<file path="src/hw/rtl/assert_macros.svh">
// assertion macros shared by the collision pipeline rtl
`ifndef ASSERT_MACROS_SVH
`define ASSERT_MACROS_SVH
`ifndef NO_ASSERTIONS
`define CHK_IMPLY(name, pre, post) \
    name: assert property (@(posedge clk) disable iff (!rst_n) (pre) |-> (post)) \
        else $error("%m: check failed");
`define CHK_NEXT(name, pre, post) \
    name: assert property (@(posedge clk) disable iff (!rst_n) (pre) |=> (post)) \
        else $error("%m: check failed");
`else
`define CHK_IMPLY(name, pre, post)
`define CHK_NEXT(name, pre, post)
`endif
`endif

</file>
<file path="src/hw/rtl/ec3d_pkg.sv">
// shared types and constants for the 3d elastic collision pipeline
`timescale 1ns / 1ps
package ec3d_pkg;

    localparam int WORD_W      = 32;
    localparam int MASS_W      = 31;
    localparam int SQ_W        = 64;
    localparam int ROOT_W      = 32;
    localparam int QUO_W       = 33;
    localparam int NORM_STAGES = 6;
    localparam int SQRT_STAGES = 32;
    localparam int DIV_STAGES  = 33;
    localparam int EXCH_STAGES = 12;

    typedef enum logic [1:0] {
        ST_NONE = 2'd0,
        ST_HIT  = 2'd1,
        ST_ZERO = 2'd2
    } status_t;

    typedef logic [WORD_W-1:0] word_t;

    typedef struct packed {
        word_t [2:0] va;
        word_t [2:0] vb;
    } vel_pair_t;

    // sideband from the front end to the dividers
    typedef struct packed {
        status_t                 status;
        logic [2:0]              neg;
        vel_pair_t               vel;
        logic [2:0][WORD_W-1:0]  ar;
        logic [MASS_W-1:0]       ma;
        logic [MASS_W-1:0]       mb;
    } norm_side_t;

    // sideband from the dividers to the exchange stages
    typedef struct packed {
        status_t    status;
        logic [2:0] neg;
        vel_pair_t  vel;
        logic       szero;
    } exch_side_t;

endpackage

</file>
<file path="src/hw/rtl/ec3d_div.sv">
// pipelined restoring divider: floor(num * 2^32 / den) for num <= den
`timescale 1ns / 1ps
module ec3d_div
    import ec3d_pkg::*;
(
    input  logic              clk,
    input  logic              en,
    input  logic [QUO_W-1:0]  num,
    input  logic [QUO_W-1:0]  den,
    output logic [QUO_W-1:0]  quo,
    output logic              rem_nz
);

    logic [QUO_W:0]   rem_reg  [DIV_STAGES];
    logic [QUO_W:0]   rem_next [DIV_STAGES];
    logic [QUO_W-1:0] q_reg    [DIV_STAGES];
    logic [QUO_W-1:0] q_next   [DIV_STAGES];
    logic [QUO_W-1:0] d_reg    [DIV_STAGES];
    logic [QUO_W-1:0] d_next   [DIV_STAGES];
    logic [QUO_W:0]   r_in     [DIV_STAGES];
    logic             qbit     [DIV_STAGES];

    // one quotient bit per stage, most significant first
    always_comb
    begin
        for (int k = 0; k < DIV_STAGES; k++)
        begin
            if (k == 0)
            begin
                r_in[k]   = {1'b0, num};
                d_next[k] = den;
            end
            else
            begin
                r_in[k]   = {rem_reg[(k == 0) ? 0 : k - 1][QUO_W-1:0], 1'b0};
                d_next[k] = d_reg[(k == 0) ? 0 : k - 1];
            end
            qbit[k] = (r_in[k] >= {1'b0, d_next[k]});
            rem_next[k] = qbit[k] ? (r_in[k] - {1'b0, d_next[k]}) : r_in[k];
            if (k == 0)
                q_next[k] = {{(QUO_W-1){1'b0}}, qbit[k]};
            else
                q_next[k] = {q_reg[(k == 0) ? 0 : k - 1][QUO_W-2:0], qbit[k]};
        end
    end

    always_ff @(posedge clk)
    begin
        if (en)
        begin
            rem_reg <= rem_next;
            q_reg   <= q_next;
            d_reg   <= d_next;
        end
    end

    assign quo    = q_reg[DIV_STAGES-1];
    assign rem_nz = (rem_reg[DIV_STAGES-1] != '0);

endmodule

</file>
<file path="config.mk">
export PLATFORM = sky130hd
export DESIGN_NAME = ec3d_div
export DESIGN_NICKNAME = d
export VERILOG_FILES = /design/src/hw/rtl/assert_macros.svh /design/src/hw/rtl/ec3d_pkg.sv /design/src/hw/rtl/ec3d_div.sv
export SDC_FILE = /design/constraint.sdc
export NUM_CORES = 2
export LEC_CHECK = 0
export BUFFER_PORTS_ARGS = -buffer_cell sky130_fd_sc_hd__buf_2
export CORE_MARGIN = 5
export CORE_UTILIZATION = 47
export DETAILED_ROUTE_END_ITERATION = 16
export PLACE_DENSITY_LB_ADDON = 0.1
export SLEW_MARGIN = 25
export SYNTH_ARGS = -nofsm -noshare
export SYNTH_HDL_FRONTEND = slang
export SYNTH_SLANG_ARGS = --single-unit
</file>
<file path="constraint.sdc">
create_clock -name clk -period 4.67 [get_ports clk]
set_clock_uncertainty 0.15 [all_clocks]
set_input_delay 0.2335 -clock clk [delete_from_list [all_inputs] [get_ports clk]]
set_output_delay 0.2335 -clock clk [all_outputs]
set_load 0.02 [all_outputs]
</file>
==> summary.md <==
| Metric | Value |
|---|---|
| Combinational share of power | 0.466 |
| Final Cycle Share | 0.935 |
| # clock sinks | ~2700 |
| Hold_ws | about 0.086 ns |
| Critical path data required time | roughly 5.2 ns |
| Vias/cell | around 5.6 |
| Critical-path top delay cell | dlygate4sd3_1 |
| Routed WL | about 370 mm |
| Cell variety after synth | 96 |
| Area growth from synthesis to layout | 11.9% |
| Vias in the first global route | 102425 |
| Via count | between 100k and 150k |
| CP Class | primary input to flip-flop |
| CTS clk-pin slew, worst paths | about 0.06 ns |
| CP cell instances | dlygate4sd3_1, buf_2, inv_1, ha_1, nand4_1, nand2b_1, a311oi_1, a211oi_1, o31ai_1, a2111oi_1, o31ai_2, a21oi_4, buf_12, inv_1, mux2_2, dlygate4sd3_1 |
| Post-synth EDFFs | between 2000 and 3000 |
| Top FF cell, synth | edfxtp_1 |
| Power per Cell Area | around 730 nW/um^2 |
| Die area | ~330000 sq um |
| Highest Clock Rate | around 230 MHz |
| Int Pwr | between 70 and 80 mW |
| Max FO, Critical Path | 38 |
| Post-synth top cells | edfxtp_1 (2707), inv_1 (1378), a21oi_1 (1187) |
| Critical path arrival | approximately 4.9 ns |
| Leading area contributor after synthesis | edfxtp_1 |
| I/O pin count | 102 |
| Minimum clock period | 4.36 ns |
| Initial Util | 0.473 |
| Final Net Count | 15014 |
| Peak supply drop | approximately 0.56 mV |
| Placer Congestion | approximately 0.9 |
| Status | finished, final reports clean |
| Most common cell in the netlist | edfxtp_1 |
| Max-Cap Viols | 0 |
| Drt first pass iters | 6 |
| RSZ-0062 raised after global routing | false |
| H-tree Lvls | 5 |
| Hold Vio Cnt, Final | 0 |
| Root Driver | clkbuf_16 |
| Core footprint | approximately 320000 sq um |
| Share of layout cells above drive strength 1 | 0.0921 |
| Placed cell count | around 18000 |
| Sw Share | 0.379 |
| Chip height | 579 um |
| CTS resizes | 0 |
| Initial drt markers | ~7400 |
| Sequential Power Share | 0.334 |
| Mapped Avg Cell Area | around 11 sq um |
| Crit. End Element | flip-flop |
| Average wire per standard cell | 20.4 um |
| Netlist Area Pre-Place | 152000 sq um |
| Yosys reg bits | roughly 2700 |
| Total CTS buffers | between 300 and 400 |
| Top-area cell type share of the netlist area | 0.535 |
| CTS tree | done |
| Register area share after synthesis | 0.535 |
| First-pass GRT wire length | ~580 mm |
| Die width | 579 um |
| Sw Pwr | approximately 47 mW |
| Worst Max-Slew Pin Slew | around 0.99 ns |
| Static leakage | about 69 nW |
| Cells after Synth | around 13000 |
| Clock latency on the worst-skew pair | roughly 0.95 ns |
| FILL cells | ~28000 |
| Antenna-violating nets left | 0 |
| Synth warn | 0 |
| Row cnt | approximately 210 |
| Syn nets | ~15000 |
| GRT overflow | 0 |
| Clock share of power | 0.200 |
| GRT Util Overall | 0.218 |
| Final non-filler cell total | about 18000 |
| Worst rel slew slack | 0.321 |
| DRC | 0 |
| Largest net degree at the start of global routing | 135 |
| Clock tree buffer depth | 4 |
| Initial antenna violation count | 2 |
| Top cells by area, synth | edfxtp_1 (53%), ha_1 (9.0%), a21oi_1 (3.9%) |
| Final Setup Violations | 0 |
| Worst stage delay on the critical path | 0.56 ns |
| Hold/Removal Path Class | primary input to flip-flop |
| Input/output buffers | 101 |
| Worst Setup Start Kind | primary input |
| Max-slew violations | 0 |
| TNS Setup | 0 ns |
| Hpwl dp | 280 mm |
| Post-synth ARST share | 0 |
## cell families after synthesis
| group | Yosys count | share of synthesized area |
|---|---|---|
| AO/OA/AOI/OAI | 3575 | 0.146 |
| AND/OR/NAND/NOR | 2940 | 0.0918 |
| flip-flops | 2707 | 0.535 |
| buffers and inverters | 1662 | 0.0422 |
| adder cells (fa/ha/maj) | 1122 | 0.0940 |
| XOR/XNOR | 894 | 0.0515 |
| multiplexers | 528 | 0.0395 |
## metal layers
metal | global-route usage | wire length (um) | vias to the layer above
met4 | 0.0692 | 13200 | 0
met2 | 0.391 | 188000 | 2274
met5 | 0 | 0 | -
met1 | 0.276 | 160000 | 50010
li1 | - | - | 50070
met3 | 0.0225 | 13300 | 696
## per-stage QoR
stage	setup WS, ns	utilization	power [mW]	cell area [sq um]
floorplan	1.11	-	83.2	152000
global placement	0.508	0.492	97.8	158000
detailed placement	0.518	0.492	98.7	158000
CTS	0.496	0.529	124	170000
global route	0.155	0.529	132	170000
finish	0.305	0.529	124	170000
## power groups by stage
stage | Sequential, mW | Clock, mW | Combinational [mW]
global route | 41.9 | 26.6 | 63.9
floorplan | 38.9 | 0 | 44.3
CTS | 41.6 | 25.6 | 57.3
detailed placement | 42.0 | 0 | 56.7
finish | 41.4 | 24.8 | 57.7
global placement | 42.1 | 0 | 55.7
## worst paths after layout
| kind | startpoint | end | slack (ns) | cells after the start |
|---|---|---|---|---|
| setup / recovery | den[8] | r_in[1082] | 0.31 | 16 |
| hold / removal | num[28] | r_in[1083] | 0.09 | 4 |
| setup reg to reg | d_next[264] | r_in[265] | 0.41 | 12 |
| hold reg to reg | q_next[734] | q_next[702] | 0.24 | 0 |
## timing repair
item / in CTS / in global routing
setup buffers: 0 / 0
hold endpoints to repair: 467 / 0
hold buffers: 142 / 0
## cell type report
class / instances / area, sq um / area share
inverters: 1379 / 5180 / 0.0304
diodes: 1 / 2.50 / 0.0000147
clock inverters: 193 / 2110 / 0.0124
multi-input cells: 9059 / 64500 / 0.379
flip-flops and latches: 2707 / 81300 / 0.478
well taps: 4305 / 5390 / 0.0317
repair buffers: 365 / 3430 / 0.0202
clock buffers: 365 / 8200 / 0.0482
## cell usage in the layout (no fill, tap or decap), types with 49 or more instances in the layout
cell type      instances
clkinv_2              49
buf_4                 77
nand4_1              148
and3_1               116
and2_1                78
a21o_1               520
clkbuf_16            321
a21oi_1             1183
buf_2                100
o21bai_1             130
edfxtp_1            2707
o21a_1               173
ha_1                1089
nor2_1               857
nor2b_1              179
o31ai_1               83
o21ai_0              781
clkinv_1              54
nand3_1              200
o211ai_1              50
nor3_1               118
xnor2_1              565
xor2_1               329
or3_1                 60
nand2_1              845
mux2_2               455
a211oi_1              84
nand2b_1             133
inv_1               1378
dlygate4sd3_1        142
a31oi_1              138
## critical path: cells and delay by family
| family | cells | cell delay [ns] |
|---|---|---|
| buf+inv | 6 | 1.64 |
| mux | 1 | 0.35 |
| simple gates | 2 | 0.39 |
| compound gates | 6 | 1.87 |
| fa+ha+maj | 1 | 0.39 |
(Power assumes the default switching activity.)
