File: src/hw/rtl/assert_macros.svh
// assertion macros shared by the collision pipeline rtl
`ifndef ASSERT_MACROS_SVH
`define ASSERT_MACROS_SVH
`ifndef NO_ASSERTIONS
`define CHK_IMPLY(name, pre, post) \
    name: assert property (@(posedge clk) disable iff (!rst_n) (pre) |-> (post)) \
        else $error("%m: check failed");
`define CHK_NEXT(name, pre, post) \
    name: assert property (@(posedge clk) disable iff (!rst_n) (pre) |=> (post)) \
        else $error("%m: check failed");
`else
`define CHK_IMPLY(name, pre, post)
`define CHK_NEXT(name, pre, post)
`endif
`endif

File: src/hw/rtl/ec3d_pkg.sv
// shared types and constants for the 3d elastic collision pipeline
`timescale 1ns / 1ps
package ec3d_pkg;

    localparam int WORD_W      = 32;
    localparam int MASS_W      = 31;
    localparam int SQ_W        = 64;
    localparam int ROOT_W      = 32;
    localparam int QUO_W       = 33;
    localparam int NORM_STAGES = 6;
    localparam int SQRT_STAGES = 32;
    localparam int DIV_STAGES  = 33;
    localparam int EXCH_STAGES = 12;

    typedef enum logic [1:0] {
        ST_NONE = 2'd0,
        ST_HIT  = 2'd1,
        ST_ZERO = 2'd2
    } status_t;

    typedef logic [WORD_W-1:0] word_t;

    typedef struct packed {
        word_t [2:0] va;
        word_t [2:0] vb;
    } vel_pair_t;

    // sideband from the front end to the dividers
    typedef struct packed {
        status_t                 status;
        logic [2:0]              neg;
        vel_pair_t               vel;
        logic [2:0][WORD_W-1:0]  ar;
        logic [MASS_W-1:0]       ma;
        logic [MASS_W-1:0]       mb;
    } norm_side_t;

    // sideband from the dividers to the exchange stages
    typedef struct packed {
        status_t    status;
        logic [2:0] neg;
        vel_pair_t  vel;
        logic       szero;
    } exch_side_t;

endpackage

File: src/hw/rtl/ec3d_isqrt.sv
// pipelined integer square root, one result bit per stage
`timescale 1ns / 1ps
module ec3d_isqrt
    import ec3d_pkg::*;
(
    input  logic                clk,
    input  logic                en,
    input  logic [SQ_W-1:0]     radicand,
    output logic [ROOT_W-1:0]   root
);

    logic [SQ_W-1:0] x_reg  [SQRT_STAGES];
    logic [SQ_W-1:0] r_reg  [SQRT_STAGES];
    logic [SQ_W-1:0] x_next [SQRT_STAGES];
    logic [SQ_W-1:0] r_next [SQRT_STAGES];
    logic [SQ_W-1:0] x_in   [SQRT_STAGES];
    logic [SQ_W-1:0] r_in   [SQRT_STAGES];
    logic [SQ_W-1:0] bit_v  [SQRT_STAGES];
    logic [SQ_W-1:0] trial  [SQRT_STAGES];

    // each stage tries one bit of the root
    always_comb
    begin
        for (int k = 0; k < SQRT_STAGES; k++)
        begin
            x_in[k]  = (k == 0) ? radicand : x_reg[(k == 0) ? 0 : k - 1];
            r_in[k]  = (k == 0) ? '0 : r_reg[(k == 0) ? 0 : k - 1];
            bit_v[k] = 64'd1 << (SQ_W - 2 - 2 * k);
            trial[k] = r_in[k] + bit_v[k];
            if (x_in[k] >= trial[k])
            begin
                x_next[k] = x_in[k] - trial[k];
                r_next[k] = (r_in[k] >> 1) + bit_v[k];
            end
            else
            begin
                x_next[k] = x_in[k];
                r_next[k] = r_in[k] >> 1;
            end
        end
    end

    always_ff @(posedge clk)
    begin
        if (en)
        begin
            x_reg <= x_next;
            r_reg <= r_next;
        end
    end

    assign root = r_reg[SQRT_STAGES-1][ROOT_W-1:0];

endmodule

File: config.mk
export PLATFORM = sky130hd
export DESIGN_NAME = ec3d_isqrt
export DESIGN_NICKNAME = d
export VERILOG_FILES = /design/src/hw/rtl/assert_macros.svh /design/src/hw/rtl/ec3d_pkg.sv /design/src/hw/rtl/ec3d_isqrt.sv
export SDC_FILE = /design/constraint.sdc
export NUM_CORES = 2
export LEC_CHECK = 0
export BUFFER_PORTS_ARGS = -buffer_cell sky130_fd_sc_hd__clkbuf_2
export CAP_MARGIN = 0
export CELL_PAD_IN_SITES_DETAIL_PLACEMENT = 2
export CELL_PAD_IN_SITES_GLOBAL_PLACEMENT = 2
export CORE_MARGIN = 1
export CORE_UTILIZATION = 45
export CTS_CLUSTER_DIAMETER = 80
export DETAILED_ROUTE_END_ITERATION = 6
export HOLD_SLACK_MARGIN = 0.12
export PLACE_DENSITY_LB_ADDON = 0.1
export SETUP_SLACK_MARGIN = 0.15
export SYNTH_ARGS = -nofsm -noshare
export SYNTH_HDL_FRONTEND = slang
export SYNTH_SLANG_ARGS = --single-unit
File: constraint.sdc
create_clock -name clk -period 4.4 [get_ports clk]
set_input_delay 0.66 -clock clk [delete_from_list [all_inputs] [get_ports clk]]
set_output_delay 0.66 -clock clk [all_outputs]
set_load 0.03 [all_outputs]
==> results.py <==
metrics = {
    "placement": {
        "globalplace.congestion": 0.874,
        "place.port_buffers": 97,
        "post-dp-hpwl_um": 326000,
        "dp_slack_ns": -0.305,
    },
    "synth": {
        "synth_nets": 10357,
        "synthCells": 9733,
        "syn_area_um2": 121000,
        "yosys_warnings": 0,
        "ys.flop_type": "edfxtp_1",
        "synth-edff-count": 2512,
        "synth.distinct_cells": 101,
        "synthArstFlopShare": 0,
        "seq_area_frac_synth": 0.621,
        "ys_ff_latch": 2512,
        "postSynthAreaPerCell_um2": 12.5,
    },
    "sta": {
        "hold_viol": 0,
        "relSlewSlack": 0.139,
        "fin_crit_sh": 0.975,
        "tightestPinTransition_ns": 1.29,
        "slew_viol_final": 0,
        "rsz0062_at_grt": "yes",
        "final-setup-viol-count": 0,
        "setup_tns_ns": 0,
        "final.setup_skew_ns": 0.101,
        "clock.fmax_mhz": 233,
        "layout_setup_ws_ns": 0.112,
        "min_period_ns": 4.29,
    },
    "clock_network": {
        "cts_htree_levels": 5,
        "clkTransAtPathRegs_ns": 0.07,
        "clk_latency_ns": 0.96,
        "cts-buffers-inserted": 290,
        "cts.sink_count": 2512,
        "clockBufferDepth": 4,
        "cts_tree": "built",
        "cts_root_buf": "clkbuf_16",
    },
    "grt": {
        "grt_pass1_wl_um": 702000,
        "grt_max_degree": 172,
        "overflow": 0,
        "track_usage": 0.353,
        "antenna_found_initial": 48,
        "grt_pass1_vias": 95668,
    },
    "min_path": {
        "hold_class": "in -> reg",
        "holdPathEnd": "x_in[1982]",
        "min_path_cells": 3,
        "hold_start": "radicand[62]",
    },
    "final_layout": {
        "final_util": 0.512,
        "final_common_cell": "edfxtp_1",
        "syn2layout_area_growth_pct": 13.2,
        "n_fill_cell": 25579,
        "final_cell_mix": "edfxtp_1 (2512), nor2_1 (708), inv_1 (697)",
        "fin_nets": 10790,
        "layout-drive-gt1-share": 0.0859,
    },
    "floorplanning": {
        "fp.dieH_um": 521,
        "io-pin-count": 98,
        "die_w_um": 521,
        "die_area_um2": 272000,
        "start_util": 0.453,
        "core_area_um2": 268000,
        "rows": 190,
    },
    "critical_path": {
        "reg2regPathDepth": 12,
        "crit_top_cell": "nand4_1",
        "critical_path.startpoint_type": "register",
        "r2r-start": "r_in[863]",
        "cp_max_fo": 8,
        "required_ns": 5.13,
        "cp_cell_sequence": "inv_1, ha_1, nor4bb_1, nand4_1, or4_4, nand4_1, nor3_2, clkinv_1, nand3_1, nor2_2, nand4_1, xnor2_1",
        "r2r_slack_ns": 0.11,
        "arrival_ns": 5.02,
        "timing.rr.end": "x_in[831]",
        "cpMaxStageDelayCell": "or4_4",
        "critPathMaxStageDelay_ns": 0.67,
        "criticalPathCategory": "reg -> reg",
        "cp-end-kind": "register",
    },
    "drt": {
        "wl_um": 490000,
        "drc": 0,
        "initialDrtViolationCount": 8189,
        "vias": 89190,
        "wl_per_cell_um": 35.1,
        "first_pass_iters": 5,
        "drt.antenna.violating_nets": 0,
        "viasPerCell": 6.39,
    },
    "power": {
        "peakVddDrop_v": 0.000396,
        "leakagePower_nw": 51.6,
        "pwr_density_cell_nw_per_um2": 561,
    },
    "run": {
        "maxCapViolCount": 0,
    },
    "outcome": {
        "status": "finished clean",
    },
}
-- state kept, by name, indices dropped and copies added (netlist names) --
register and count:
root 32, r_in 496, x_in 1984
-- worst max-delay path by stage --
stage                     cells after the start  slack, ns    endpoint  startpoint
final                                        12       0.11   x_in[831]   r_in[863]
after global routing                         10       0.03  x_in[1011]  x_in[1058]
after CTS                                    10       0.15   x_in[686]   x_in[730]
after detailed placement                     10      -0.31  x_in[1146]  x_in[1197]
after global placement                       10      -0.01  x_in[1146]  x_in[1199]
after floorplan                              12       1.00   x_in[183]   x_in[210]
-- what timing repair did --
action	CTS	global route
hold buffers	62	0
cloned	0	0
gates resized for setup	6	40
pin swaps	1	3
endpoints found under the setup margin	21	145
endpoints found under the hold margin	62	0
setup buffers	3	4
-- cell type report --
type | count | area (um^2) | area share
Antenna cell | 20 | 50.0 | 0.000364
Clock inverter | 156 | 1600 | 0.0116
Multi-Input combinational cell | 6316 | 42700 | 0.311
Tap cell | 3552 | 4440 | 0.0323
Inverter | 704 | 2640 | 0.0192
Clock buffer | 358 | 7720 | 0.0562
Timing Repair Buffer | 342 | 2760 | 0.0201
Sequential cell | 2512 | 75400 | 0.549
-- metrics by stage --
| stage | hold WS (ns) | cell area, um^2 | power, W | instances |
|---|---|---|---|---|
| final | 0.239 | 137000 | 0.0771 | 13960 |
| after CTS | 0.173 | 137000 | 0.0762 | 13936 |
| after global routing | 0.249 | 137000 | 0.0792 | 13945 |
| after global placement | 0.420 | 127000 | 0.0491 | 13357 |
| after floorplan | 0.417 | 121000 | 0.0434 | 9733 |
| after detailed placement | 0.436 | 127000 | 0.0505 | 13357 |
-- critical path, delay by kind of cell, from the launching register on --
| kind | cells | cell delay (ns) |
|---|---|---|
| XOR/XNOR | 1 | 0.20 |
| AND/OR/NAND/NOR | 8 | 2.71 |
| adder cells (fa/ha/maj) | 1 | 0.48 |
| flip-flops | 1 | 0.43 |
| buffers and inverters | 2 | 0.24 |
-- power by group --
group	internal, W	switching [W]	leakage [nW]
clock	0.0142	0.0113	4.55
combinational	0.00651	0.0112	22.8
sequential	0.0304	0.00336	24.2
total	0.0511	0.0259	51.6
-- cell families after synthesis --
group | after synthesis | share of synthesized area
AOI/OAI and AO/OA | 1859 | 0.0953
xor gates and xnor gates | 890 | 0.0642
adders and majority gates | 558 | 0.0575
buffers and inverters | 905 | 0.0287
DFF | 2512 | 0.621
muxes | 89 | 0.00849
and+or+nand+nor | 2920 | 0.124
-- layer usage --
metal  vias up  GRT usage  wire length (um)
li1      37336          -                 -
met3      1542     0.0589             29200
met4        26      0.195             31100
met1     46318      0.415            185000
met2      3968      0.616            245000
met5         -          0               179
-- synth_stat cells, types with 12 or more instances --
cell,n,area (um^2)
and3_1,56,350
inv_1,698,2620
a21oi_1,667,3340
and4_1,25,219
edfxtp_1,2512,75400
nand3b_1,28,210
a21boi_0,24,180
a31oi_1,46,288
o41ai_1,12,105
o21ai_0,408,2040
a211o_1,21,184
or3_1,99,619
nor4_1,334,2090
o31ai_1,37,278
nand4_1,166,1040
or2_2,41,257
nand4b_1,22,193
nor3b_1,27,203
a211oi_1,55,413
a21o_1,213,1600
a2111oi_0,16,140
nor4b_1,50,438
buf_2,26,130
nand2b_1,108,676
ha_1,558,6980
o21a_1,86,646
or4_1,83,623
buf_1,19,71.3
nor2b_1,68,425
and2_1,29,181
xor2_1,397,3480
nand2_1,581,2180
nor3_1,275,1380
nand3_1,169,846
mux2_2,71,800
clkbuf_1,145,544
o21bai_1,63,473
xnor2_1,493,4320
o2111ai_1,15,131
o211ai_1,45,338
nor2_1,711,2670
Power figures use the tool's default switching activity.
